File: src/design/amb_pkg.sv
// Shared types and constants for the affine max-bound table.
`timescale 1ns / 1ps
`default_nettype none
package amb_pkg;

    localparam int VALUE_W = 32;
    localparam int ACC_W   = 64;
    localparam int CNT_W   = 7;
    localparam int DIM_W   = 5;
    localparam int EFF_W   = 7;

    localparam logic [DIM_W-1:0] DIM_RESET = 5'd1;

    localparam logic KIND_ADD   = 1'b0;
    localparam logic KIND_QUERY = 1'b1;

    typedef struct packed {
        logic                      action;
        logic signed [VALUE_W-1:0] value;
        logic signed [VALUE_W-1:0] offset;
    } t_in_item;

    typedef struct packed {
        logic                      kind;
        logic signed [VALUE_W-1:0] result_value;
        logic                      no_pieces;
        logic [CNT_W-1:0]          piece_count;
        logic [CNT_W-1:0]          removed_count;
        logic                      table_full;
    } t_out_item;

    typedef enum logic [3:0] {
        S_IDLE,
        S_READ,
        S_EXEC,
        S_WB,
        S_EVAL,
        S_COPY,
        S_APPEND,
        S_FINISH
    } t_state;

    typedef enum logic [3:0] {
        CMD_NONE,
        CMD_ACCEPT,
        CMD_READ,
        CMD_EXEC,
        CMD_WB,
        CMD_EVAL,
        CMD_COPY,
        CMD_SWEEP_END,
        CMD_APPEND,
        CMD_FINISH
    } t_cmd;

    typedef struct packed {
        logic k_done;
        logic last;
        logic act;
        logic need_copy;
        logic i_done;
        logic room;
        logic out_busy;
    } t_status;

endpackage
`default_nettype wire

File: src/design/amb_ctrl.sv
// Sequencer that walks the piece table for each accepted item.
`timescale 1ns / 1ps
`default_nettype none
module amb_ctrl (
    input  wire logic            i_clk,
    input  wire logic            i_rst_n,
    input  wire logic            i_in_valid,
    output logic                 o_in_ready,
    input  wire amb_pkg::t_status i_status,
    output amb_pkg::t_cmd        o_cmd
);
    import amb_pkg::*;

    t_state r_state;
    t_state n_state;

    always_ff @(posedge i_clk) begin
        if (!i_rst_n) begin
            r_state <= S_IDLE;
        end else begin
            r_state <= n_state;
        end
    end

    always_comb begin
        n_state = r_state;
        unique case (r_state)
            S_IDLE: begin
                if (i_in_valid) n_state = S_READ;
            end
            S_READ: begin
                if (!i_status.k_done) n_state = S_EXEC;
                else if (!i_status.last) n_state = S_IDLE;
                else if (i_status.act) n_state = S_FINISH;
                else if (i_status.room) n_state = S_APPEND;
                else n_state = S_FINISH;
            end
            S_EXEC: n_state = S_WB;
            S_WB: n_state = i_status.last ? S_EVAL : S_READ;
            S_EVAL: n_state = i_status.need_copy ? S_COPY : S_READ;
            S_COPY: begin
                if (i_status.i_done) n_state = S_READ;
            end
            S_APPEND: begin
                if (i_status.i_done) n_state = S_FINISH;
            end
            S_FINISH: begin
                if (!i_status.out_busy) n_state = S_IDLE;
            end
            default: n_state = S_IDLE;
        endcase
    end

    always_comb begin
        o_cmd      = CMD_NONE;
        o_in_ready = 1'b0;
        unique case (r_state)
            S_IDLE: begin
                o_in_ready = 1'b1;
                if (i_in_valid) o_cmd = CMD_ACCEPT;
            end
            S_READ: begin
                if (!i_status.k_done) o_cmd = CMD_READ;
                else if (i_status.last && !i_status.act) o_cmd = CMD_SWEEP_END;
            end
            S_EXEC:   o_cmd = CMD_EXEC;
            S_WB:     o_cmd = CMD_WB;
            S_EVAL:   o_cmd = CMD_EVAL;
            S_COPY:   o_cmd = CMD_COPY;
            S_APPEND: o_cmd = CMD_APPEND;
            S_FINISH: begin
                if (!i_status.out_busy) o_cmd = CMD_FINISH;
            end
            default: o_cmd = CMD_NONE;
        endcase
    end

endmodule
`default_nettype wire

File: config.mk
export PLATFORM = sky130hd
export DESIGN_NAME = amb_ctrl
export DESIGN_NICKNAME = d
export VERILOG_FILES = /design/src/design/amb_pkg.sv /design/src/design/amb_ctrl.sv
export SDC_FILE = /design/constraint.sdc
export NUM_CORES = 1
export LEC_CHECK = 0
export BUFFER_PORTS_ARGS = -buffer_cell sky130_fd_sc_hd__buf_2
export CAP_MARGIN = 25
export CORE_AREA = 2 2 39 41
export DETAILED_ROUTE_END_ITERATION = 7
export DIE_AREA = 0 0 41 43
export SKIP_CTS_REPAIR_TIMING = 1
export SKIP_LAST_GASP = 1
export SYNTH_ARGS = -nofsm -noshare
export SYNTH_HDL_FRONTEND = slang
export SYNTH_SLANG_ARGS = --single-unit
File: constraint.sdc
create_clock -name i_clk -period 1.35 [get_ports i_clk]
set_clock_uncertainty 0.05 [all_clocks]
set_input_delay 0.3375 -clock i_clk [delete_from_list [all_inputs] [get_ports i_clk]]
set_output_delay 0.3375 -clock i_clk [all_outputs]
set_load 0.1 [all_outputs]
==> impl_metrics.json <==
{
  "min_delay_worst_endpoint": "r_state[1]",
  "regMostFlops": "r_state",
  "swShare": 0.4633,
  "yosysSeqAreaShare": 0.1600,
  "cp-start-kind": "flop",
  "grt_max_degree": 10,
  "setup_tns_ns": -1.722,
  "synth-main-ff-cell": "dfxtp_1",
  "port_buffers": 14,
  "dp_hpwl_um": 949.9,
  "violations": "negative setup slack",
  "p_clk_frac": 0.163,
  "r2r-start": "r_state[0]",
  "area_delta_synth_final_pct": 139.0,
  "p_seq_frac": 0.126,
  "place_ws_ns": -0.2176,
  "drt_wl_total_mm": 1.445,
  "syn-num-nets": 69,
  "cts_buffers": 3,
  "global_route.overflow_total": 0,
  "cts_sinks": 3,
  "yosys_warnings": 0,
  "synthArstFlopShare": 0,
  "initialDrtViolationCount": 9,
  "power.density_nw_per_um2": 1086,
  "htreeDepth": 1,
  "leakage_uw": 0.0004067,
  "p_sw_uw": 451.3,
  "cts_max_path_buffers": 2,
  "cp_slowest_cell": "dfxtp_4",
  "stdcell_count": 113,
  "power.total_uw": 974.1,
  "path_cells": "nand4b_1 -> o22ai_2 -> nor2_2 -> a21oi_4 -> buf_12",
  "syn_area_per_cell_um2": 6.362,
  "relSlewSlack": 0.8286,
  "p_int_uw": 522.8,
  "synth-seq-cells": 3,
  "tightest_slew_ns": 0.2565,
  "largest_reg_flops": 3,
  "start_util": 0.2712,
  "ir_drop_v": 0.0004844,
  "end_kind": "primary output",
  "period_share": 1.287,
  "place_congestion": 0.7469,
  "core_um2": 1384,
  "setup_ws_ns": -0.3870,
  "drive_above_1_share": 0.6392,
  "critPathArrivalTime_ns": 1.35,
  "multi_input_area_um2": 401.6,
  "ys_types": 26,
  "critical_path_class": "reg2out",
  "min_path_type": "in2reg",
  "grt_pass1_wl_mm": 1.794,
  "drc": 0,
  "gr-usage-all-layers": 0.1474,
  "cts-root-buf": "clkbuf_4",
  "wl_per_cell_um": 12.79,
  "fin_nets": 108,
  "path_max_fanout": 5,
  "setup_viol": 7,
  "num_vias": 558,
  "final_hold_viol_count": 0,
  "crit_required_ns": 0.96,
  "insertion_delay_ns": 0.23,
  "die_height_um": 43,
  "cts_tree": "built",
  "antenna_found_initial": 0,
  "syn_inst": 59,
  "max_freq_mhz": 575.7,
  "dp.cells": 100,
  "regArea_um2": 71.32,
  "crit_path_max_incr_delay_ns": 0.35,
  "r2r_cells": 6,
  "grt_setup_unrepaired": "yes",
  "io_pins": 15,
  "p_comb_frac": 0.711,
  "via_per_inst": 4.938,
  "outcome": "finished, violations left",
  "holdPathStages": 2,
  "fillers": 115,
  "largestRegisters": "r_state x3",
  "r2r_end": "r_state[0]",
  "rows": 14,
  "num_antenna_cells": 0,
  "firstDrtPassIters": 4,
  "maxCapViolCount": 0,
  "drv_slew": 0,
  "hold_path_startpoint": "i_rst_n",
  "clk_pin_slew_ns": 0.04,
  "final.min_clock_period_ns": 1.737,
  "ant_nets": 0,
  "synth_area_um2": 375.4,
  "r2r_slack_ns": -0.09,
  "synth_edf_count": 0,
  "grt_pass1_vias": 438,
  "die-area_um2": 1763,
  "chipWidth_um": 41
}
stage by stage:
step	instance area, um^2	hold slack [ns]	util
finish	897.1	0.3213	0.6483
global placement	685.7	0.5243	0.4955
detailed placement	685.7	0.5277	0.4955
global route	897.1	0.3268	0.6483
floorplan	464.2	0.4051	-
CTS	711.9	0.2856	0.5145
worst max-delay path by stage:
stage,start,endpoint,cells after the start
6_report,r_state[2],o_cmd[0],5
5_1_grt,r_state[2],o_cmd[0],5
4_1_cts,r_state[2],o_cmd[0],5
3_5_place_dp,i_status[5],o_cmd[1],6
3_3_place_gp,i_status[5],o_cmd[1],6
2_1_floorplan,r_state[2],o_in_ready,3
critical path, delay by kind of cell (launching register included):
family | cells | cell delay [ns]
DFF | 1 | 0.35
AOI/OAI and AO/OA | 2 | 0.31
and+or+nand+nor | 2 | 0.27
buffers and inverters | 1 | 0.19
kinds of logic (layout without fill, tap and decap cells):
logic type	count (synthesis)	after routing	synth area share
mux	1	1	0.02667
fa+ha+maj	1	1	0.03000
compound gates	20	20	0.3400
flops	3	3	0.1600
simple gates	25	25	0.3167
buf+inv	9	47	0.1267
cell type report:
type | count | share of cell area
inverter | 3 | 0.01255
timing repair buffer | 40 | 0.4086
clock buffer | 4 | 0.02929
sequential | 3 | 0.07950
multi-input combinational | 47 | 0.4477
tap | 16 | 0.02232
power groups by stage:
stage	Combinational (uW)	Clock [uW]	Sequential, uW
6_report	693	159	122
5_1_grt	726	168	124
4_1_cts	564	162	120
3_5_place_dp	564	0	121
3_3_place_gp	555	0	121
2_1_floorplan	391	0	107
per-layer routing:
layer / up-vias / track usage / routed length [um]
met5: - / 0 / 0
met4: 0 / 0.04000 / 0
met3: 0 / 0.03141 / 48
met2: 13 / 0.2594 / 771
met1: 261 / 0.1667 / 625
li1: 284 / - / -
cells in the mapped netlist (all sizes together) (2+ instances only):
cell type,n,area (um^2)
o21ai,4,20.01
nor2,8,30.03
nor3,2,10.01
dfxtp,3,60.06
inv,3,11.26
nand4b,2,17.52
nor2b,2,12.51
nand2,8,30.03
a21oi,7,35.03
buf,6,36.28
cell usage in the layout, fill, tap and decap left out, drive strengths merged, types with 2 or more instances in the layout:
cell type | netlist | layout
a21oi | 7 | 7
buf | 6 | 40
nor2b | 2 | 2
nand2 | 8 | 8
nand4b | 2 | 2
dfxtp | 3 | 3
nor2 | 8 | 8
clkbuf | 0 | 4
o21ai | 4 | 4
nor3 | 2 | 2
inv | 3 | 3
No activity file was read; power rests on OpenSTA's default activity.
